**src/design/i2cm_pkg.sv**
```systemverilog
`default_nettype none
package i2cm_pkg;

	localparam int BYTE_BITS = 8;
	localparam int CNT_W = $clog2(BYTE_BITS + 1);
	localparam int HP_W = 16;
	localparam logic [HP_W-1:0] HALF_PERIOD_RESET = HP_W'(250);

	localparam logic [2:0] PH_IDLE  = 3'd0;
	localparam logic [2:0] PH_HIGH  = 3'd1;
	localparam logic [2:0] PH_LOW   = 3'd2;
	localparam logic [2:0] PH_AHIGH = 3'd3;
	localparam logic [2:0] PH_ALOW  = 3'd4;

	localparam logic [2:0] CMD_START = 3'd0;
	localparam logic [2:0] CMD_STOP  = 3'd1;
	localparam logic [2:0] CMD_WRITE = 3'd2;
	localparam logic [2:0] CMD_READ  = 3'd3;
	localparam logic [2:0] CMD_SACK  = 3'd4;
	localparam logic [2:0] CMD_RACK  = 3'd5;

	typedef struct packed {
		logic                 cmd_valid;
		logic [2:0]           command;
		logic [BYTE_BITS-1:0] write_data;
		logic                 send_ack;
		logic                 sda_in;
	} in_item_t;

	typedef struct packed {
		logic                 scl_level;
		logic                 sda_level;
		logic                 sda_drive_enable;
		logic                 busy_res;
		logic                 done_res;
		logic [BYTE_BITS-1:0] read_data;
		logic                 ack_received;
	} out_item_t;

endpackage
`default_nettype wire

```
**src/design/i2cm_seq.sv**
```systemverilog
`default_nettype none
module i2cm_seq (
	input  wire logic                      clk,
	input  wire logic                      arst_n,
	input  wire logic                      en,
	input  wire i2cm_pkg::in_item_t        item,
	input  wire logic [i2cm_pkg::HP_W-1:0] half_period,
	output i2cm_pkg::out_item_t            res
);

	localparam int BB = i2cm_pkg::BYTE_BITS;

	logic [2:0]                  phase_q, phase_n;
	logic [2:0]                  cmd_q, cmd_n;
	logic [i2cm_pkg::CNT_W-1:0]  bit_count_q, bit_count_n, bc_inc;
	logic [BB-1:0]               shift_q, shift_n;
	logic [i2cm_pkg::HP_W-1:0]   timer_q, timer_n, reload;
	logic                        ack_lat_q, ack_lat_n;
	logic                        scl_q, scl_n;
	logic                        sda_q, sda_n;
	logic                        oe_q, oe_n;
	logic [BB-1:0]               rbyte_q, rbyte_n;
	logic                        ack_in_q, ack_in_n;
	logic                        done_q, done_n;

	assign reload = (half_period == '0) ? '0 : half_period - 1'b1;
	assign bc_inc = bit_count_q + 1'b1;

	always_comb begin
		phase_n     = phase_q;
		cmd_n       = cmd_q;
		bit_count_n = bit_count_q;
		shift_n     = shift_q;
		timer_n     = timer_q;
		ack_lat_n   = ack_lat_q;
		scl_n       = scl_q;
		sda_n       = sda_q;
		oe_n        = oe_q;
		rbyte_n     = rbyte_q;
		ack_in_n    = ack_in_q;
		done_n      = 1'b0;
		if (phase_q == i2cm_pkg::PH_IDLE) begin
			if (item.cmd_valid && item.command <= i2cm_pkg::CMD_RACK) begin
				cmd_n       = item.command;
				bit_count_n = '0;
				phase_n     = i2cm_pkg::PH_HIGH;
				timer_n     = reload;
				scl_n       = 1'b1;
				unique case (item.command)
					i2cm_pkg::CMD_START: begin
						oe_n  = 1'b1;
						sda_n = 1'b1;
					end
					i2cm_pkg::CMD_STOP: begin
						oe_n  = 1'b1;
						sda_n = 1'b0;
					end
					i2cm_pkg::CMD_WRITE: begin
						shift_n = item.write_data;
						oe_n    = 1'b1;
						sda_n   = item.write_data[BB-1];
					end
					i2cm_pkg::CMD_READ: begin
						shift_n   = '0;
						ack_lat_n = item.send_ack;
						sda_n     = 1'b1;
						oe_n      = 1'b0;
					end
					i2cm_pkg::CMD_SACK: begin
						oe_n  = 1'b1;
						sda_n = ~item.send_ack;
					end
					default: begin
						oe_n = 1'b0;
					end
				endcase
			end
		end else if (timer_q != '0) begin
			timer_n = timer_q - 1'b1;
		end else begin
			unique case (phase_q)
				i2cm_pkg::PH_HIGH: begin
					if (cmd_q == i2cm_pkg::CMD_START) begin
						sda_n = 1'b0;
					end else if (cmd_q == i2cm_pkg::CMD_STOP) begin
						sda_n = 1'b1;
					end else begin
						if (cmd_q == i2cm_pkg::CMD_RACK) ack_in_n = item.sda_in;
						if (cmd_q == i2cm_pkg::CMD_READ) shift_n = {shift_q[BB-2:0], item.sda_in};
						scl_n = 1'b0;
					end
					phase_n = i2cm_pkg::PH_LOW;
					timer_n = reload;
				end
				i2cm_pkg::PH_LOW: begin
					if (cmd_q == i2cm_pkg::CMD_WRITE || cmd_q == i2cm_pkg::CMD_READ) begin
						bit_count_n = bc_inc;
						if (bc_inc >= i2cm_pkg::CNT_W'(BB)) begin
							if (cmd_q == i2cm_pkg::CMD_WRITE) begin
								phase_n = i2cm_pkg::PH_IDLE;
								timer_n = '0;
								done_n  = 1'b1;
							end else begin
								rbyte_n = shift_q;
								oe_n    = 1'b1;
								sda_n   = ~ack_lat_q;
								scl_n   = 1'b1;
								phase_n = i2cm_pkg::PH_AHIGH;
								timer_n = reload;
							end
						end else begin
							if (cmd_q == i2cm_pkg::CMD_WRITE) begin
								shift_n = {shift_q[BB-2:0], 1'b0};
								sda_n   = shift_q[BB-2];
							end
							scl_n   = 1'b1;
							phase_n = i2cm_pkg::PH_HIGH;
							timer_n = reload;
						end
					end else begin
						if (cmd_q == i2cm_pkg::CMD_START) scl_n = 1'b0;
						phase_n = i2cm_pkg::PH_IDLE;
						timer_n = '0;
						done_n  = 1'b1;
					end
				end
				i2cm_pkg::PH_AHIGH: begin
					scl_n   = 1'b0;
					phase_n = i2cm_pkg::PH_ALOW;
					timer_n = reload;
				end
				default: begin
					phase_n = i2cm_pkg::PH_IDLE;
					timer_n = '0;
					done_n  = 1'b1;
				end
			endcase
		end
	end

	always_ff @(posedge clk or negedge arst_n) begin
		if (!arst_n) begin
			phase_q     <= i2cm_pkg::PH_IDLE;
			cmd_q       <= i2cm_pkg::CMD_START;
			bit_count_q <= '0;
			shift_q     <= '0;
			timer_q     <= '0;
			ack_lat_q   <= 1'b0;
			scl_q       <= 1'b1;
			sda_q       <= 1'b1;
			oe_q        <= 1'b1;
			rbyte_q     <= '0;
			ack_in_q    <= 1'b1;
			done_q      <= 1'b0;
		end else if (en) begin
			phase_q     <= phase_n;
			cmd_q       <= cmd_n;
			bit_count_q <= bit_count_n;
			shift_q     <= shift_n;
			timer_q     <= timer_n;
			ack_lat_q   <= ack_lat_n;
			scl_q       <= scl_n;
			sda_q       <= sda_n;
			oe_q        <= oe_n;
			rbyte_q     <= rbyte_n;
			ack_in_q    <= ack_in_n;
			done_q      <= done_n;
		end
	end

	// result of this tick, as the state stands after it
	always_comb begin
		res.scl_level        = scl_n;
		res.sda_level        = sda_n;
		res.sda_drive_enable = oe_n;
		res.busy_res         = (phase_n != i2cm_pkg::PH_IDLE);
		res.done_res         = done_n;
		res.read_data        = rbyte_n;
		res.ack_received     = ack_in_n;
	end

	a_done_idle: assert property (@(posedge clk) disable iff (!arst_n)
		done_q |-> phase_q == i2cm_pkg::PH_IDLE)
		else $error("done without returning to idle");

	a_idle_timer: assert property (@(posedge clk) disable iff (!arst_n)
		phase_q == i2cm_pkg::PH_IDLE |-> timer_q == '0)
		else $error("timer running while idle");

	a_bit_range: assert property (@(posedge clk) disable iff (!arst_n)
		bit_count_q <= i2cm_pkg::CNT_W'(BB))
		else $error("bit count past byte length");

	a_state_hold: assert property (@(posedge clk) disable iff (!arst_n)
		!en |=> $stable(phase_q) && $stable(timer_q) && $stable(shift_q))
		else $error("state moved without a step");

endmodule
`default_nettype wire

```
**src/design/i2c_master_byte_engine_unit.sv**
```systemverilog
`default_nettype none
// I2C master byte engine. Each input transfer is one bus tick carrying an optional command
// (start, stop, write byte, read byte with ACK/NACK, send ACK/NACK, receive ACK) and the
// sampled SDA level; each yields exactly one result transfer with the pin levels, busy, a
// done pulse, the last read byte and the last received ACK. One transfer is taken every
// clock cycle: a tick passes from the input register through the sequencer's next-state
// logic into the result register, and only a stalled result register holds the input back.
// Each SCL half-bit step lasts half_period_ticks ticks (zero acts as one); write it over
// cfg_wr_en/cfg_wr_data while idle.
module i2c_master_byte_engine_unit (
	input  wire logic                      clk,
	input  wire logic                      arst_n,
	input  wire logic                      in_valid,
	output logic                           in_ready,
	input  wire i2cm_pkg::in_item_t        in_data,
	output logic                           out_valid,
	input  wire logic                      out_ready,
	output i2cm_pkg::out_item_t            out_data,
	input  wire logic                      cfg_wr_en,
	input  wire logic [i2cm_pkg::HP_W-1:0] cfg_wr_data
);

	logic                      valid_s1;
	i2cm_pkg::in_item_t        item_s1;
	logic                      out_valid_q;
	i2cm_pkg::out_item_t       out_data_q;
	logic [i2cm_pkg::HP_W-1:0] half_period_q;
	i2cm_pkg::out_item_t       res;
	logic                      adv;
	logic                      step;

	assign adv      = !out_valid_q || out_ready;
	assign step     = valid_s1 && adv;
	assign in_ready = !valid_s1 || adv;

	always_ff @(posedge clk or negedge arst_n) begin
		if (!arst_n) begin
			half_period_q <= i2cm_pkg::HALF_PERIOD_RESET;
		end else if (cfg_wr_en) begin
			half_period_q <= cfg_wr_data;
		end
	end

	always_ff @(posedge clk or negedge arst_n) begin
		if (!arst_n) begin
			valid_s1 <= 1'b0;
		end else if (in_valid && in_ready) begin
			valid_s1 <= 1'b1;
		end else if (step) begin
			valid_s1 <= 1'b0;
		end
	end

	always_ff @(posedge clk) begin
		if (in_valid && in_ready) begin
			item_s1 <= in_data;
		end
	end

	i2cm_seq u_seq (
		.clk         (clk),
		.arst_n      (arst_n),
		.en          (step),
		.item        (item_s1),
		.half_period (half_period_q),
		.res         (res)
	);

	// result register
	always_ff @(posedge clk or negedge arst_n) begin
		if (!arst_n) begin
			out_valid_q <= 1'b0;
		end else if (step) begin
			out_valid_q <= 1'b1;
		end else if (out_ready) begin
			out_valid_q <= 1'b0;
		end
	end

	always_ff @(posedge clk) begin
		if (step) begin
			out_data_q <= res;
		end
	end

	assign out_valid = out_valid_q;
	assign out_data  = out_data_q;

endmodule
`default_nettype wire

```
**config.mk**
```make
export PLATFORM = sky130hd
export DESIGN_NAME = i2c_master_byte_engine_unit
export DESIGN_NICKNAME = d
export VERILOG_FILES = /design/src/design/i2cm_pkg.sv /design/src/design/i2cm_seq.sv /design/src/design/i2c_master_byte_engine_unit.sv
export SDC_FILE = /design/constraint.sdc
export NUM_CORES = 1
export LEC_CHECK = 0
export BUFFER_PORTS_ARGS = -buffer_cell sky130_fd_sc_hd__clkbuf_2
export CORE_MARGIN = 1.5
export CORE_UTILIZATION = 45
export DETAILED_ROUTE_END_ITERATION = 6
export PLACE_DENSITY_LB_ADDON = 0.08
export RECOVER_POWER = 25
export SETUP_SLACK_MARGIN = 0.02
export SYNTH_ARGS = -nofsm -noshare
export SYNTH_HDL_FRONTEND = slang
export SYNTH_SLANG_ARGS = --single-unit
export TNS_END_PERCENT = 50
```
**constraint.sdc**
```tcl
create_clock -name clk -period 2.7 [get_ports clk]
set_clock_uncertainty 0.2 [all_clocks]
set_input_delay 0.405 -clock clk [delete_from_list [all_inputs] [get_ports clk]]
set_output_delay 0.405 -clock clk [all_outputs]
set_load 0.03 [all_outputs]
```
=== Word level (Yosys, flattened, before mapping) ===
Index checks and enable logic that the tools add are counted.
Widths: inputs -> output; s select.

* $add $sub $neg: 3
* $mul: 0
* Divide/modulo/power cells: 0
* Order comparisons: 2
* Eq/ne operators: 20
* Shift-type cells: 0
* Muxes and demuxes: 80
* Bitwise logic cells: 2
* Reduce and logical (&&, ||, !) cells: 28

{| class="wikitable"
|+ Operators by type and width
! kind !! count
|-
| $mux 8 || 15
|-
| $mux 16 || 7
|-
| $mux 1 || 39
|-
| $pmux 16 s2 || 1
|-
| $pmux 8 s2 || 2
|-
| $sub 16x1->16 const B || 2
|-
| $mux 4 || 5
|-
| $eq 3x2->1 const B || 6
|-
| $logic_not 16->1 || 1
|-
| $reduce_bool 16->1 || 1
|-
| $reduce_and 11->1 || 1
|-
| $eq 3x1->1 const B || 3
|-
| $logic_not 3->1 || 3
|-
| $mux 3 || 3
|-
| $ne 3x1->1 const B || 3
|-
| $ne 3x2->1 const B || 3
|-
| $pmux 3 s3 || 1
|-
| $reduce_bool 2->1 || 4
|-
| $eq 3x3->1 const B || 2
|-
| $mux 2 || 3
|-
| $reduce_bool 3->1 || 2
|-
| $reduce_or 2->1 || 3
|-
| $reduce_and 5->1 || 1
|-
| $add 4x1->4 const B || 1
|-
| other kinds (16) || 23
|}

* Register bits after elaboration: 93
* Latch bits: 0
* RAM bits: 0
* Bits in read-only memories: 0
* Input port bits: 35
* Output and inout bits: 16
* Word-level logic and storage cells: 161
* Memories kept: 0

=== Longest topological paths before layout ===
Gate-level depths: netlist (run 1).

* Depth in word-level cells: 8
* Gate-level depth with buffers: 9
* Mapped depth without buffers: 8

=== Cells and area by module ===
A second synthesis (run 1) with hierarchy kept.

* Cells, all modules: 465
* Area total of the unflattened synthesis: 4,863.4 µm²

{| class="wikitable"
|+ By module, submodules not included
! module !! times used !! cells an instance !! area an instance (µm²) !! sequential area each (µm²)
|-
| i2cm_seq || 1 || 395 || 3,276.9 || 1,181.1
|-
| i2c_master_byte_engine_unit || 1 || 70 || 1,586.5 || 1,298.7
|}

=== Worst setup path after synthesis (run 1) ===
OpenSTA, ideal clock, no wires.

* Path type: register to register
* Start point: register u_seq.timer_q[0] (netlist name)
* End point: register out_data_q, in the netlist out_data[1] (data pin)
* Setup time: 0.260 ns
* Arrival: 2.047 ns
* Data required time: 2.240 ns
* Slack: 0.193 ns
* Stages on the path, launching flop included: 8
* Buffers on the path: 0
* Period minus slack after synthesis: 2.507 ns
* Cells stage by stage: dfrtp_1 -> inv_1 -> ha_1 -> or4b_4 -> nor3_4 -> and3_1 -> nand3_2 -> mux2_2

{| class="wikitable"
|+ RTL lines
! element !! line !! text
|-
| start: declaration || i2cm_seq.sv:17 || <nowiki>logic [i2cm_pkg::HP_W-1:0] timer_q, timer_n, reload;</nowiki>
|-
| start signal: assignment || i2cm_seq.sv:160 || <nowiki>timer_q <= timer_n;</nowiki>
|-
| end signal: assignment || i2c_master_byte_engine_unit.sv:82 || <nowiki>out_data_q <= res;</nowiki>
|-
| end: declaration || i2c_master_byte_engine_unit.sv:26 || <nowiki>i2cm_pkg::out_item_t out_data_q;</nowiki>
|}

==> impl_metrics.xml, run 1 <==
<?xml version="1.0" encoding="UTF-8"?>
<metrics>
  <group name="timing">
    <metric name="pin_slew_with_the_least_headroom_to_its_limit" unit="ns">1.269</metric>
    <metric name="fmaxAchievable" unit="MHz">389.7</metric>
    <metric name="portion_of_the_clock_cycle_consumed_by_the_worst_path_in_the_final_layout" unit="">0.9504</metric>
    <metric name="period_minus_slack" unit="ns">2.566</metric>
    <metric name="number_of_max_slew_violations_in_the_final_report" unit="">0</metric>
    <metric name="max-slew-margin-rel" unit="">0.1541</metric>
    <metric name="timing.final.hold_violations" unit="">0</metric>
    <metric name="setup_violations" unit="">0</metric>
    <metric name="grt_setup_unrepaired" unit="">false</metric>
    <metric name="finalSetupTns" unit="ns">0</metric>
  </group>
  <group name="hold_path">
    <metric name="hold_path.class" unit="">input port to flip-flop</metric>
  </group>
  <group name="detailed_routing">
    <metric name="routed_wire_length_per_instance" unit="µm">16.27</metric>
    <metric name="route.final.wire_length" unit="mm">10.32</metric>
    <metric name="remaining_drc_errors" unit="">0</metric>
    <metric name="antenna_left" unit="">0</metric>
    <metric name="detail_route.first_pass.iterations" unit="">6</metric>
    <metric name="vias_per_cell" unit="">5.552</metric>
    <metric name="num_vias" unit="">3520</metric>
    <metric name="drt_iter0_markers" unit="">146</metric>
  </group>
  <group name="cts">
    <metric name="cell_chosen_for_the_clock_root" unit="">sky130_fd_sc_hd__clkbuf_8</metric>
    <metric name="cts_htree_levels" unit="">3</metric>
    <metric name="cts_setup_buffers" unit="">0</metric>
    <metric name="tritoncts" unit="">done</metric>
    <metric name="worst_setup_hold_path_clk_slew" unit="ns">0.10</metric>
    <metric name="clock_latency" unit="ns">0.37</metric>
    <metric name="tritoncts_num_sinks" unit="">93</metric>
    <metric name="max-clock-path-buffers" unit="">2</metric>
    <metric name="cts_inserted_buffers" unit="">9</metric>
  </group>
  <group name="status">
    <metric name="run_status" unit="">finished clean</metric>
  </group>
  <group name="critical_path">
    <metric name="start_kind" unit="">flip-flop</metric>
    <metric name="end_kind" unit="">flip-flop</metric>
    <metric name="crit-reg2reg-capture" unit="">out_data[4]</metric>
    <metric name="critical_path_arrival" unit="ns">2.49</metric>
    <metric name="critical_path.max_stage_delay" unit="ns">0.51</metric>
    <metric name="worst-r2r-cell-count" unit="">7</metric>
    <metric name="worstPathMaxFanout" unit="">9</metric>
    <metric name="worst-endpoint-required" unit="ns">2.63</metric>
    <metric name="slowest_cp_cell" unit="">sky130_fd_sc_hd__or4b_4</metric>
    <metric name="setup.worst_path.end" unit="">out_data[4]</metric>
    <metric name="worst_reg2reg_setup_slack" unit="ns">0.13</metric>
    <metric name="chain_of_cells_forming_the_critical_path" unit="">inv_1, ha_2, or4b_4, nor3_4, and3_2, nand3_4, mux2_2</metric>
    <metric name="timing_worst_setup_path_type" unit="">flip-flop to flip-flop</metric>
    <metric name="startpoint" unit="">u_seq.timer_q[1]</metric>
    <metric name="reg2reg_from" unit="">u_seq.timer_q[1]</metric>
  </group>
  <group name="final_layout">
    <metric name="layout-area-overhead-vs-synth" unit="%">19.26</metric>
    <metric name="mostFrequentLayoutCells" unit="">sky130_fd_sc_hd__dfrtp_1 (55), sky130_fd_sc_hd__clkbuf_2 (48), sky130_fd_sc_hd__mux2_2 (44), sky130_fd_sc_hd__nand2_1 (30)</metric>
    <metric name="n_antenna_cell" unit="">0</metric>
    <metric name="layout.core_utilization" unit="">0.5490</metric>
    <metric name="drive_gt1_frac" unit="">0.3233</metric>
    <metric name="filler_cells_inserted" unit="">899</metric>
    <metric name="number_of_nets_in_the_layout" unit="">531</metric>
    <metric name="layout.cells.most_common" unit="">sky130_fd_sc_hd__dfrtp_1</metric>
  </group>
  <group name="yosys">
    <metric name="netlist.top_cell.by_area" unit="">sky130_fd_sc_hd__dfrtp_1</metric>
    <metric name="ys_seq_elements" unit="">93</metric>
    <metric name="ys_async_sr_fraction" unit="">0.6989</metric>
    <metric name="postSynthCellCount" unit="">411</metric>
    <metric name="synth_top_area_share" unit="">0.2922</metric>
    <metric name="synth.net_count" unit="">449</metric>
    <metric name="synth-seq-area-share" unit="">0.5266</metric>
    <metric name="synth_area" unit="µm²">4710</metric>
    <metric name="ys.warnings.count" unit="">0</metric>
    <metric name="edff_count_synth" unit="">28</metric>
    <metric name="synthDistinctLibCells" unit="">61</metric>
    <metric name="syn_avg_cell_area" unit="µm²">11.46</metric>
    <metric name="ys_top_cells_by_area" unit="">sky130_fd_sc_hd__dfrtp_1 (29%), sky130_fd_sc_hd__edfxtp_1 (18%), sky130_fd_sc_hd__mux2_2 (11%)</metric>
    <metric name="ys_dominant_reg_cell" unit="">sky130_fd_sc_hd__dfrtp_1</metric>
  </group>
  <group name="die">
    <metric name="die_h" unit="µm">105.3</metric>
    <metric name="total_core_area" unit="µm²">10230</metric>
    <metric name="floorplan.initialDensity" unit="">0.4603</metric>
    <metric name="die_width" unit="µm">105.3</metric>
    <metric name="std_cell_rows" unit="">37</metric>
    <metric name="die-area" unit="µm²">11090</metric>
    <metric name="boundaryPins" unit="">51</metric>
  </group>
  <group name="grt">
    <metric name="total_routing_resource_utilization_after_global_routing" unit="">0.2038</metric>
    <metric name="grt_remaining_overflow" unit="">0</metric>
    <metric name="grt_antenna_before_repair" unit="">0</metric>
    <metric name="wire_length_of_the_first_global_routing_pass" unit="mm">17.64</metric>
    <metric name="grt_pass1_vias" unit="">3576</metric>
    <metric name="grt_start_max_net_pins" unit="">48</metric>
  </group>
  <group name="power_and_ir_drop">
    <metric name="leakagePower" unit="nW">2.300</metric>
    <metric name="irDropWorstVdd" unit="mV">0.3830</metric>
    <metric name="power_density" unit="nW/µm²">808.6</metric>
  </group>
  <group name="placement">
    <metric name="dpl.hpwl" unit="mm">7.516</metric>
    <metric name="place.gp.congestion" unit="">0.8395</metric>
    <metric name="place.port_buffers" unit="">50</metric>
  </group>
  <group name="job">
    <metric name="drv.max_cap_violation_count" unit="">0</metric>
  </group>
</metrics>
## area by class of cell
class	count	area [µm²]	share of cell area
inverter	9	33.78	0.006015
timing repair buffer	87	573.1	0.1020
clock buffer	10	127.6	0.02272
multi-input combinational	293	2161	0.3847
tap	136	170.2	0.03030
clock inverter	6	71.32	0.01270
sequential	93	2480	0.4415
## kinds of logic (layout without fill, tap and decap cells)
kind of cell,after synthesis,count (layout),synth area share
flops,93,93,0.5266
simple gates,131,131,0.1644
mux,46,46,0.1108
compound gates,92,92,0.1304
fa+ha+maj,4,4,0.01010
buf+inv,25,112,0.02046
xor+xnor,20,20,0.03719
## repair_timing
action                     in CTS  in global routing
hold endpoints to repair       27                  0
hold buffers                   14                  0
gates resized for setup         0                  6
setup endpoints to repair       0                 34
## where the power goes
part | switching (mW) | leakage (nW) | internal (mW) | total [mW]
Clock | 0.502 | 0.0988 | 0.438 | 0.939
Combinational | 0.790 | 1.13 | 0.699 | 1.49
Sequential | 0.348 | 1.07 | 1.76 | 2.11
## cells in the mapped netlist (all sizes together) (2+ instances only)
cell	count
mux2	46
dfstp	10
a211oi	2
nor2	17
and3	2
inv	9
nand2b	9
o22ai	8
ha	3
nand4	5
dfrtp	55
nor4	6
o21ai	30
nand3b	6
a21o	2
and2	4
xor2	6
nand3	17
xnor2	14
a31oi	2
clkbuf	11
nand2	31
nor4b	5
a22o	17
nor2b	4
nor3	14
a21oi	11
o32ai	2
o31ai	6
edfxtp	28
buf	5
nor3b	3
or4	4
o21a	3
or3	3
## layer usage
| layer | share of wire | vias up | GRT usage | wire length [µm] |
|---|---|---|---|---|
| met4 | 0.015 | 0 | 0.07241 | 151 |
| li1 | - | 1713 | - | - |
| met3 | 0.041 | 14 | 0.04267 | 425 |
| met2 | 0.48 | 75 | 0.3249 | 4930 |
| met5 | 0 | - | 0 | 0 |
| met1 | 0.47 | 1718 | 0.2757 | 4810 |
## worst min path at each step
stage | start | endpoint | slack, ns | depth (start not counted)
2_1_floorplan | arst_n | half_period_q[0] | -0.09 | 0
3_3_place_gp | arst_n | u_seq.bit_count_q[3] | 0.24 | 1
3_5_place_dp | arst_n | u_seq.bit_count_q[3] | 0.23 | 1
4_1_cts | in_data[13] | item_s1[13] | 0.004 | 1
5_1_grt | in_data[13] | item_s1[13] | 0.006 | 1
6_report | in_data[13] | item_s1[13] | 0.02 | 1
## metrics by stage
stage          std cells  hold slack (ns)  area, µm²  worst slack [ns]  power (mW)
4_1_cts              634         0.004305       5592           0.02495       4.551
5_1_grt              634         0.006234       5617          0.005257       4.852
3_5_place_dp         604           0.2333       5253           0.03571       3.580
3_3_place_gp         604           0.2363       5253            0.1076       3.541
2_1_floorplan        411         -0.09059       4710            0.1928       3.101
6_report             634          0.02132       5617            0.1338       4.542
## critical path: cells and delay by family, from the launching register on
| kind | cells | cell delay [ns] |
|---|---|---|
| buffers and inverters | 1 | 0.07 |
| multiplexers | 1 | 0.32 |
| adder cells (fa/ha/maj) | 1 | 0.19 |
| flip-flops | 1 | 0.41 |
| AND/OR/NAND/NOR | 4 | 1.12 |
## sequential cells by signal, summed over array words and instances, names as in the netlist, 4 cells and up
register           count
u_seq.shift_q          8
half_period_q         16
u_seq.bit_count_q      4
u_seq.timer_q         16
u_seq.rbyte_q          8
out_data              14
item_s1               14
(Power assumes the default switching activity.)
==> inputs of run 2 (changes only) <==
--- a/config.mk
+++ b/config.mk
@@ -6,12 +6,14 @@
 export NUM_CORES = 1
 export LEC_CHECK = 0
 export BUFFER_PORTS_ARGS = -buffer_cell sky130_fd_sc_hd__clkbuf_2
+export CORE_ASPECT_RATIO = 0.6
 export CORE_MARGIN = 1.5
 export CORE_UTILIZATION = 45
 export DETAILED_ROUTE_END_ITERATION = 6
 export PLACE_DENSITY_LB_ADDON = 0.08
 export RECOVER_POWER = 25
 export SETUP_SLACK_MARGIN = 0.02
+export SKIP_CTS_REPAIR_TIMING = 1
 export SYNTH_ARGS = -nofsm -noshare
 export SYNTH_HDL_FRONTEND = slang
 export SYNTH_SLANG_ARGS = --single-unit
==> run 2 against run 1 <==
Global-route usage up 1.4 points. Largest cell class unchanged. Maximum frequency shrank 2.9%. Final cell count fell by 1.9%. Cell area shrank 0.82%. Highest routed layer unchanged. Setup slack got worse by 0.076 ns. Critical endpoint is now out_data[13]. Hold slack better by 0.0084 ns. Die area is 0.18% higher. Largest power group unchanged.
==> impl_metrics.xml, run 2 (synthesis results as in run 1) <==
<?xml version="1.0" encoding="UTF-8"?>
<metrics>
  <group name="critical_path">
    <metric name="crit-reg2reg-capture" unit="">out_data[13]</metric>
    <metric name="slowest_cp_cell" unit="">sky130_fd_sc_hd__or4b_4</metric>
    <metric name="critical_path_arrival" unit="ns">2.62</metric>
    <metric name="worst_reg2reg_setup_slack" unit="ns">0.06</metric>
    <metric name="critical_path.n_buffers_inverters" unit="">2</metric>
    <metric name="worst-endpoint-required" unit="ns">2.67</metric>
    <metric name="end_kind" unit="">flip-flop</metric>
    <metric name="start_kind" unit="">flip-flop</metric>
    <metric name="reg2reg_from" unit="">u_seq.timer_q[1]</metric>
    <metric name="chain_of_cells_forming_the_critical_path" unit="">inv_1, ha_2, or4b_4, nor3_4, buf_4, nand3_2, o211ai_1, o21a_1</metric>
    <metric name="critical_path.max_stage_delay" unit="ns">0.51</metric>
    <metric name="timing_worst_setup_path_type" unit="">flip-flop to flip-flop</metric>
    <metric name="worstPathMaxFanout" unit="">5</metric>
    <metric name="worst-r2r-cell-count" unit="">8</metric>
    <metric name="crit_family" unit="">simple AND/OR/NAND/NOR gates</metric>
  </group>
  <group name="timing">
    <metric name="portion_of_the_clock_cycle_consumed_by_the_worst_path_in_the_final_layout" unit="">0.9788</metric>
    <metric name="fmaxAchievable" unit="MHz">378.4</metric>
    <metric name="timing.final.hold_violations" unit="">0</metric>
    <metric name="number_of_max_slew_violations_in_the_final_report" unit="">0</metric>
    <metric name="period_minus_slack" unit="ns">2.643</metric>
    <metric name="worst_hold_slack" unit="ns">0.02976</metric>
    <metric name="pin_slew_with_the_least_headroom_to_its_limit" unit="ns">1.053</metric>
    <metric name="grt_setup_unrepaired" unit="">true</metric>
    <metric name="max-slew-margin-rel" unit="">0.2980</metric>
    <metric name="setup_violations" unit="">0</metric>
  </group>
  <group name="die">
    <metric name="die_width" unit="µm">135.1</metric>
    <metric name="total_core_area" unit="µm²">10020</metric>
    <metric name="boundaryPins" unit="">51</metric>
    <metric name="std_cell_rows" unit="">28</metric>
    <metric name="die-area" unit="µm²">11110</metric>
    <metric name="floorplan.initialDensity" unit="">0.4700</metric>
    <metric name="die_h" unit="µm">82.24</metric>
  </group>
  <group name="power_and_ir_drop">
    <metric name="p_seq_frac" unit="">0.446</metric>
    <metric name="switching_pwr" unit="mW">1.743</metric>
    <metric name="leakagePower" unit="nW">2.283</metric>
    <metric name="irDropWorstVdd" unit="mV">0.3920</metric>
    <metric name="internal_power" unit="mW">3.100</metric>
    <metric name="pwr-share-comb" unit="">0.315</metric>
    <metric name="total_power" unit="mW">4.843</metric>
    <metric name="power_density" unit="nW/µm²">869.4</metric>
    <metric name="clockPowerShare" unit="">0.239</metric>
    <metric name="switching_power_as_a_share_of_total_power" unit="">0.3599</metric>
  </group>
  <group name="grt">
    <metric name="grt_antenna_before_repair" unit="">0</metric>
    <metric name="grt_remaining_overflow" unit="">0</metric>
    <metric name="grt_start_max_net_pins" unit="">25</metric>
    <metric name="total_routing_resource_utilization_after_global_routing" unit="">0.2175</metric>
    <metric name="grt_pass1_vias" unit="">3211</metric>
    <metric name="wire_length_of_the_first_global_routing_pass" unit="mm">17.92</metric>
  </group>
  <group name="final_layout">
    <metric name="layout.core_utilization" unit="">0.5559</metric>
    <metric name="layout.cells.most_common" unit="">sky130_fd_sc_hd__dfrtp_1</metric>
    <metric name="final-seq-area" unit="µm²">2480</metric>
    <metric name="drive_gt1_frac" unit="">0.3306</metric>
    <metric name="largest_registers" unit="">half_period_q x16, u_seq.timer_q x16</metric>
    <metric name="layout-area-overhead-vs-synth" unit="%">18.28</metric>
    <metric name="multi_input_gate_area" unit="µm²">2173</metric>
    <metric name="filler_cells_inserted" unit="">912</metric>
    <metric name="number_of_nets_in_the_layout" unit="">520</metric>
    <metric name="mostFrequentLayoutCells" unit="">sky130_fd_sc_hd__dfrtp_1 (55), sky130_fd_sc_hd__clkbuf_2 (48), sky130_fd_sc_hd__mux2_2 (44), sky130_fd_sc_hd__nand2_1 (30)</metric>
    <metric name="n_antenna_cell" unit="">0</metric>
  </group>
  <group name="placement">
    <metric name="place.gp.congestion" unit="">0.8959</metric>
    <metric name="place.port_buffers" unit="">50</metric>
    <metric name="dpl.hpwl" unit="mm">8.515</metric>
  </group>
  <group name="cts">
    <metric name="tritoncts_num_sinks" unit="">93</metric>
    <metric name="clock_latency" unit="ns">0.35</metric>
    <metric name="max-clock-path-buffers" unit="">2</metric>
    <metric name="cts_inserted_buffers" unit="">9</metric>
    <metric name="cell_chosen_for_the_clock_root" unit="">sky130_fd_sc_hd__clkbuf_16</metric>
    <metric name="cts_htree_levels" unit="">3</metric>
    <metric name="tritoncts" unit="">done</metric>
    <metric name="worst_setup_hold_path_clk_slew" unit="ns">0.07</metric>
  </group>
  <group name="detailed_routing">
    <metric name="route.final.wire_length" unit="mm">11.35</metric>
    <metric name="num_vias" unit="">3552</metric>
    <metric name="drt_iter0_markers" unit="">267</metric>
    <metric name="antenna_left" unit="">0</metric>
    <metric name="vias_per_cell" unit="">5.711</metric>
    <metric name="remaining_drc_errors" unit="">0</metric>
    <metric name="detail_route.first_pass.iterations" unit="">4</metric>
    <metric name="routed_wire_length_per_instance" unit="µm">18.24</metric>
  </group>
  <group name="status">
    <metric name="run_status" unit="">finished clean</metric>
  </group>
  <group name="hold_path">
    <metric name="worst_hold_path.num_cells" unit="">1</metric>
    <metric name="worstHoldStart" unit="">in_data[13]</metric>
    <metric name="hold_path.class" unit="">input port to flip-flop</metric>
    <metric name="worstHoldEndpoint" unit="">item_s1[13]</metric>
  </group>
  <group name="job">
    <metric name="drv.max_cap_violation_count" unit="">0</metric>
  </group>
</metrics>
run 2: cell types whose count changed in the layout (fill, tap and decap cells not counted), sizes merged:
cell / change
dlygate4sd3: -13
buf: +2
clkinv: +2
bufinv: -1
inv: -1
run 2: worst register-to-register path, cell delays in order (launching register included):
cell                       delay [ns]
sky130_fd_sc_hd__dfrtp_1         0.40
sky130_fd_sc_hd__inv_1           0.07
sky130_fd_sc_hd__ha_2            0.20
sky130_fd_sc_hd__or4b_4          0.51
sky130_fd_sc_hd__nor3_4          0.19
sky130_fd_sc_hd__buf_4           0.16
sky130_fd_sc_hd__nand3_2         0.14
sky130_fd_sc_hd__o211ai_1        0.32
sky130_fd_sc_hd__o21a_1          0.28
run 2: layout make-up:
cell class	count	share of cell area
Clock buffer	10	0.04111
Clock inverter	6	0.007188
Inverter	9	0.006065
Multi-Input combinational cell	293	0.3902
Sequential cell	93	0.4452
Tap cell	135	0.03032
Timing Repair Buffer	76	0.07996
run 2: power by group through the flow:
stage	Clock [mW]	Combinational [mW]	Sequential, mW
6_report	1.16	1.53	2.16
5_1_grt	1.24	1.66	2.21
4_1_cts	1.18	1.49	2.14
3_5_place_dp	0	1.48	2.16
3_3_place_gp	0	1.47	2.15
2_1_floorplan	0	1.03	2.07
run 2: worst max path at each step:
stage | start | to | slack (ns) | cells past startpoint
final | u_seq.timer_q[1] | out_data[13] | 0.06 | 8
after global routing | u_seq.timer_q[1] | u_seq.sda_q | -0.03 | 9
after CTS | u_seq.timer_q[1] | out_data[4] | -0.02 | 7
after detailed placement | u_seq.timer_q[1] | out_data[4] | 0.02 | 7
after global placement | u_seq.timer_q[1] | out_data[5] | 0.09 | 7
after floorplan | u_seq.timer_q[0] | out_data[1] | 0.19 | 7
run 2: metrics by stage:
| step | setup slack, ns | instance area [µm²] | setup TNS (ns) | cells |
|---|---|---|---|---|
| CTS | -0.01637 | 5523 | -0.02198 | 621 |
| detailed placement | 0.01706 | 5254 | 0 | 605 |
| global route | -0.03062 | 5570 | -0.03062 | 622 |
| floorplan | 0.1928 | 4710 | 0 | 411 |
| global placement | 0.09101 | 5254 | 0 | 605 |
| finish | 0.05734 | 5570 | 0 | 622 |
run 2: routing by layer:
layer  vias to the layer above  global-route usage  routed length, µm
met5                         -                   0                  0
met4                         0             0.05806                107
met3                         8             0.04945                731
met2                       112              0.2636               4120
met1                      1750              0.3663               6386
li1                       1682                   -                  -
==> inputs of run 3 (changes only) <==
--- a/config.mk
+++ b/config.mk
@@ -5,16 +5,18 @@
 export SDC_FILE = /design/constraint.sdc
 export NUM_CORES = 1
 export LEC_CHECK = 0
+export ABC_AREA = 1
 export BUFFER_PORTS_ARGS = -buffer_cell sky130_fd_sc_hd__clkbuf_2
 export CORE_ASPECT_RATIO = 0.6
 export CORE_MARGIN = 1.5
 export CORE_UTILIZATION = 45
 export DETAILED_ROUTE_END_ITERATION = 6
-export PLACE_DENSITY_LB_ADDON = 0.08
+export PLACE_DENSITY = 0.71
 export RECOVER_POWER = 25
 export SETUP_SLACK_MARGIN = 0.02
 export SKIP_CTS_REPAIR_TIMING = 1
 export SYNTH_ARGS = -nofsm -noshare
 export SYNTH_HDL_FRONTEND = slang
+export SYNTH_HIERARCHICAL = 1
 export SYNTH_SLANG_ARGS = --single-unit
 export TNS_END_PERCENT = 50
==> run 3 against run 2 <==
Sequential share of layout area is 2.2 points lower. Largest cell class unchanged. Critical path type unchanged. Cell area is 5.1% higher. Setup slack better by 0.20 ns. Final cell count is 32% higher. Highest routed layer unchanged.
==> impl_metrics.xml, run 3 <==
<?xml version="1.0" encoding="UTF-8"?>
<metrics>
  <group name="detailed_routing">
    <metric name="vias_per_cell" unit="">5.372</metric>
    <metric name="antenna_left" unit="">0</metric>
    <metric name="routed_wire_length_per_instance" unit="µm">15.60</metric>
    <metric name="detail_route.first_pass.iterations" unit="">7</metric>
    <metric name="drt_iter0_markers" unit="">381</metric>
    <metric name="remaining_drc_errors" unit="">0</metric>
    <metric name="route.final.wire_length" unit="mm">12.79</metric>
    <metric name="num_vias" unit="">4405</metric>
  </group>
  <group name="critical_path">
    <metric name="worstSetupPathDepth" unit="">10</metric>
    <metric name="start_kind" unit="">flip-flop</metric>
    <metric name="startpoint" unit="">u_seq/timer_q[0]</metric>
    <metric name="worst-r2r-cell-count" unit="">10</metric>
    <metric name="chain_of_cells_forming_the_critical_path" unit="">inv_1, ha_1, inv_1, nor2_4, nand4_4, nand2_2, inv_1, nand3_1, nand4_1, o21ai_0</metric>
    <metric name="reg2reg_from" unit="">u_seq/timer_q[0]</metric>
    <metric name="worstPathMaxFanout" unit="">23</metric>
    <metric name="slowest_cp_cell" unit="">sky130_fd_sc_hd__nand2_2</metric>
    <metric name="critical_path.max_stage_delay" unit="ns">0.41</metric>
    <metric name="timing_worst_setup_path_type" unit="">flip-flop to flip-flop</metric>
    <metric name="crit_family" unit="">simple AND/OR/NAND/NOR gates</metric>
    <metric name="cp_common_cell" unit="">sky130_fd_sc_hd__inv_1</metric>
    <metric name="end_kind" unit="">flip-flop</metric>
    <metric name="worst-endpoint-required" unit="ns">2.75</metric>
    <metric name="critical_path_arrival" unit="ns">2.49</metric>
    <metric name="critical_path.n_buffers_inverters" unit="">3</metric>
  </group>
  <group name="yosys">
    <metric name="synth_compound_gate_area_share" unit="">0.1392</metric>
    <metric name="synth.net_count" unit="">659</metric>
    <metric name="synthMostInstantiatedCell" unit="">sky130_fd_sc_hd__nand2_1</metric>
    <metric name="ys_top_cells_by_area" unit="">sky130_fd_sc_hd__dfrtp_1 (27%), sky130_fd_sc_hd__edfxtp_1 (16%), sky130_fd_sc_hd__nand2_1 (12%)</metric>
    <metric name="largest_family_of_logic_cells_by_synthesized_area" unit="">simple AND/OR/NAND/NOR gates</metric>
    <metric name="ys.warnings.count" unit="">6</metric>
    <metric name="synth-seq-area-share" unit="">0.4782</metric>
    <metric name="synth-adder-area-share" unit="">0.007238</metric>
    <metric name="synth_top_cells_by_count" unit="">sky130_fd_sc_hd__nand2_1 (164), sky130_fd_sc_hd__inv_1 (72), sky130_fd_sc_hd__nor2_1 (62)</metric>
    <metric name="syn_avg_cell_area" unit="µm²">8.351</metric>
    <metric name="netlist.top_cell.by_area" unit="">sky130_fd_sc_hd__dfrtp_1</metric>
    <metric name="synth_top_area_share" unit="">0.2654</metric>
    <metric name="edff_count_synth" unit="">28</metric>
    <metric name="synth-simple-area-share" unit="">0.2647</metric>
    <metric name="ys_seq_elements" unit="">93</metric>
    <metric name="ys_async_sr_fraction" unit="">0.6989</metric>
    <metric name="synthDistinctLibCells" unit="">46</metric>
    <metric name="postSynthCellCount" unit="">621</metric>
    <metric name="synthXorXnorAreaFrac" unit="">0.03040</metric>
    <metric name="mux_contribution_to_synthesized_area" unit="">0</metric>
    <metric name="synth_area" unit="µm²">5186</metric>
    <metric name="ys_dominant_reg_cell" unit="">sky130_fd_sc_hd__dfrtp_1</metric>
  </group>
  <group name="grt">
    <metric name="grt_pass1_vias" unit="">3897</metric>
    <metric name="total_routing_resource_utilization_after_global_routing" unit="">0.2186</metric>
    <metric name="grt_remaining_overflow" unit="">0</metric>
    <metric name="grt_start_max_net_pins" unit="">34</metric>
    <metric name="grt_antenna_before_repair" unit="">0</metric>
    <metric name="wire_length_of_the_first_global_routing_pass" unit="mm">20.43</metric>
  </group>
  <group name="cts">
    <metric name="tritoncts" unit="">done</metric>
    <metric name="tritoncts_num_sinks" unit="">93</metric>
    <metric name="cts_inserted_buffers" unit="">9</metric>
    <metric name="clock_latency" unit="ns">0.34</metric>
    <metric name="max-clock-path-buffers" unit="">2</metric>
    <metric name="cts_htree_levels" unit="">3</metric>
    <metric name="cell_chosen_for_the_clock_root" unit="">sky130_fd_sc_hd__clkbuf_16</metric>
    <metric name="worst_setup_hold_path_clk_slew" unit="ns">0.07</metric>
  </group>
  <group name="die">
    <metric name="boundaryPins" unit="">51</metric>
    <metric name="die-area" unit="µm²">12200</metric>
    <metric name="die_width" unit="µm">141.6</metric>
    <metric name="die_h" unit="µm">86.16</metric>
    <metric name="total_core_area" unit="µm²">11260</metric>
    <metric name="std_cell_rows" unit="">30</metric>
    <metric name="floorplan.initialDensity" unit="">0.4606</metric>
  </group>
  <group name="job">
    <metric name="drv.max_cap_violation_count" unit="">0</metric>
  </group>
  <group name="timing">
    <metric name="pin_slew_with_the_least_headroom_to_its_limit" unit="ns">1.081</metric>
    <metric name="max-slew-margin-rel" unit="">0.2794</metric>
    <metric name="number_of_max_slew_violations_in_the_final_report" unit="">0</metric>
    <metric name="setup_violations" unit="">0</metric>
    <metric name="timing.final.hold_violations" unit="">0</metric>
    <metric name="portion_of_the_clock_cycle_consumed_by_the_worst_path_in_the_final_layout" unit="">0.9040</metric>
    <metric name="period_minus_slack" unit="ns">2.441</metric>
    <metric name="fmaxAchievable" unit="MHz">409.7</metric>
    <metric name="finalSetupTns" unit="ns">0</metric>
    <metric name="grt_setup_unrepaired" unit="">false</metric>
  </group>
  <group name="final_layout">
    <metric name="mostFrequentLayoutCells" unit="">sky130_fd_sc_hd__nand2_1 (164), sky130_fd_sc_hd__inv_1 (72), sky130_fd_sc_hd__nor2_1 (62), sky130_fd_sc_hd__dfrtp_1 (55), sky130_fd_sc_hd__o21ai_0 (52)</metric>
    <metric name="drive_gt1_frac" unit="">0.1923</metric>
    <metric name="filler_cells_inserted" unit="">1059</metric>
    <metric name="final_area" unit="µm²">5854</metric>
    <metric name="layout.cells.most_common" unit="">sky130_fd_sc_hd__nand2_1</metric>
    <metric name="layout-area-overhead-vs-synth" unit="%">12.88</metric>
    <metric name="n_antenna_cell" unit="">0</metric>
    <metric name="largest_registers" unit="">half_period_q x16, u_seq/timer_q x16</metric>
    <metric name="number_of_nets_in_the_layout" unit="">709</metric>
  </group>
  <group name="status">
    <metric name="run_status" unit="">finished clean</metric>
  </group>
  <group name="placement">
    <metric name="cell_area_reported_after_detailed_placement" unit="µm²">5548</metric>
    <metric name="place.port_buffers" unit="">50</metric>
    <metric name="dpl.hpwl" unit="mm">9.500</metric>
    <metric name="place.gp.congestion" unit="">0.9384</metric>
  </group>
  <group name="power_and_ir_drop">
    <metric name="irDropWorstVdd" unit="mV">0.4057</metric>
    <metric name="leakagePower" unit="nW">2.725</metric>
    <metric name="power_density" unit="nW/µm²">841.7</metric>
  </group>
  <group name="hold_path">
    <metric name="hold_path.class" unit="">input port to flip-flop</metric>
    <metric name="worstHoldStart" unit="">in_data[4]</metric>
    <metric name="worst_hold_path.num_cells" unit="">1</metric>
  </group>
</metrics>
## run 3: changes by cell type after synthesis, sizes merged, moves of 10 or more
cell	delta
nand2	+142
a22o	-16
mux2	-46
inv	+68
nand4	+10
nand3	+17
nor2	+55
o21ai	+42
## run 3: worst paths after layout
path	endpoint	slack [ns]
setup / recovery	u_seq/timer_q[11]	0.26
hold / removal	item_s1[4]	0.03
setup reg to reg	u_seq/timer_q[11]	0.26
hold reg to reg	u_seq/rbyte_q[0]	0.28
max in group asynchronous	u_seq/scl_q	0.72
min in group asynchronous	half_period_q[2]	0.58
## run 3: logic make-up after synthesis
logic type | count (synthesis)
compound gates | 110
fa+ha+maj | 3
simple gates | 302
flops | 93
buf+inv | 95
xor+xnor | 18
## run 3: power by group
group / internal (mW) / switching (mW)
Combinational: 0.502 / 1.09
Clock: 0.731 / 0.566
Sequential: 1.77 / 0.272
Total: 3.00 / 1.92
## run 3: routing by layer
metal,track usage,wire length [µm],part of all wire,vias up
met2,0.2860,4947,0.39,193
li1,-,-,-,2133
met1,0.3590,6480,0.51,2065
met5,0,0,0,-
met3,0.05081,1241,0.097,14
met4,0.04030,125,0.0098,0
## run 3: through the flow
step / std cells / util / setup slack (ns) / power [mW] / hold WS [ns]
final: 820 / 0.5199 / 0.2591 / 4.928 / 0.03360
after global routing: 820 / 0.5199 / 0.06799 / 5.229 / 0.02152
after CTS: 819 / 0.5196 / 0.1796 / 4.910 / -0.1720
after detailed placement: 803 / 0.4927 / 0.2031 / 3.594 / 0.1964
after global placement: 803 / 0.4927 / 0.3130 / 3.536 / 0.1945
after floorplan: 621 / - / 0.3723 / 3.195 / -0.09059
## run 3: area by class of cell
type / instances / area (µm²) / area share
clock inverters: 7 / 77.57 / 0.01325
repair buffers: 56 / 295.3 / 0.05044
flip-flops and latches: 93 / 2480 / 0.4236
inverters: 78 / 299.0 / 0.05108
well taps: 144 / 180.2 / 0.03078
multi-input cells: 433 / 2297 / 0.3924
clock buffers: 9 / 225.2 / 0.03847
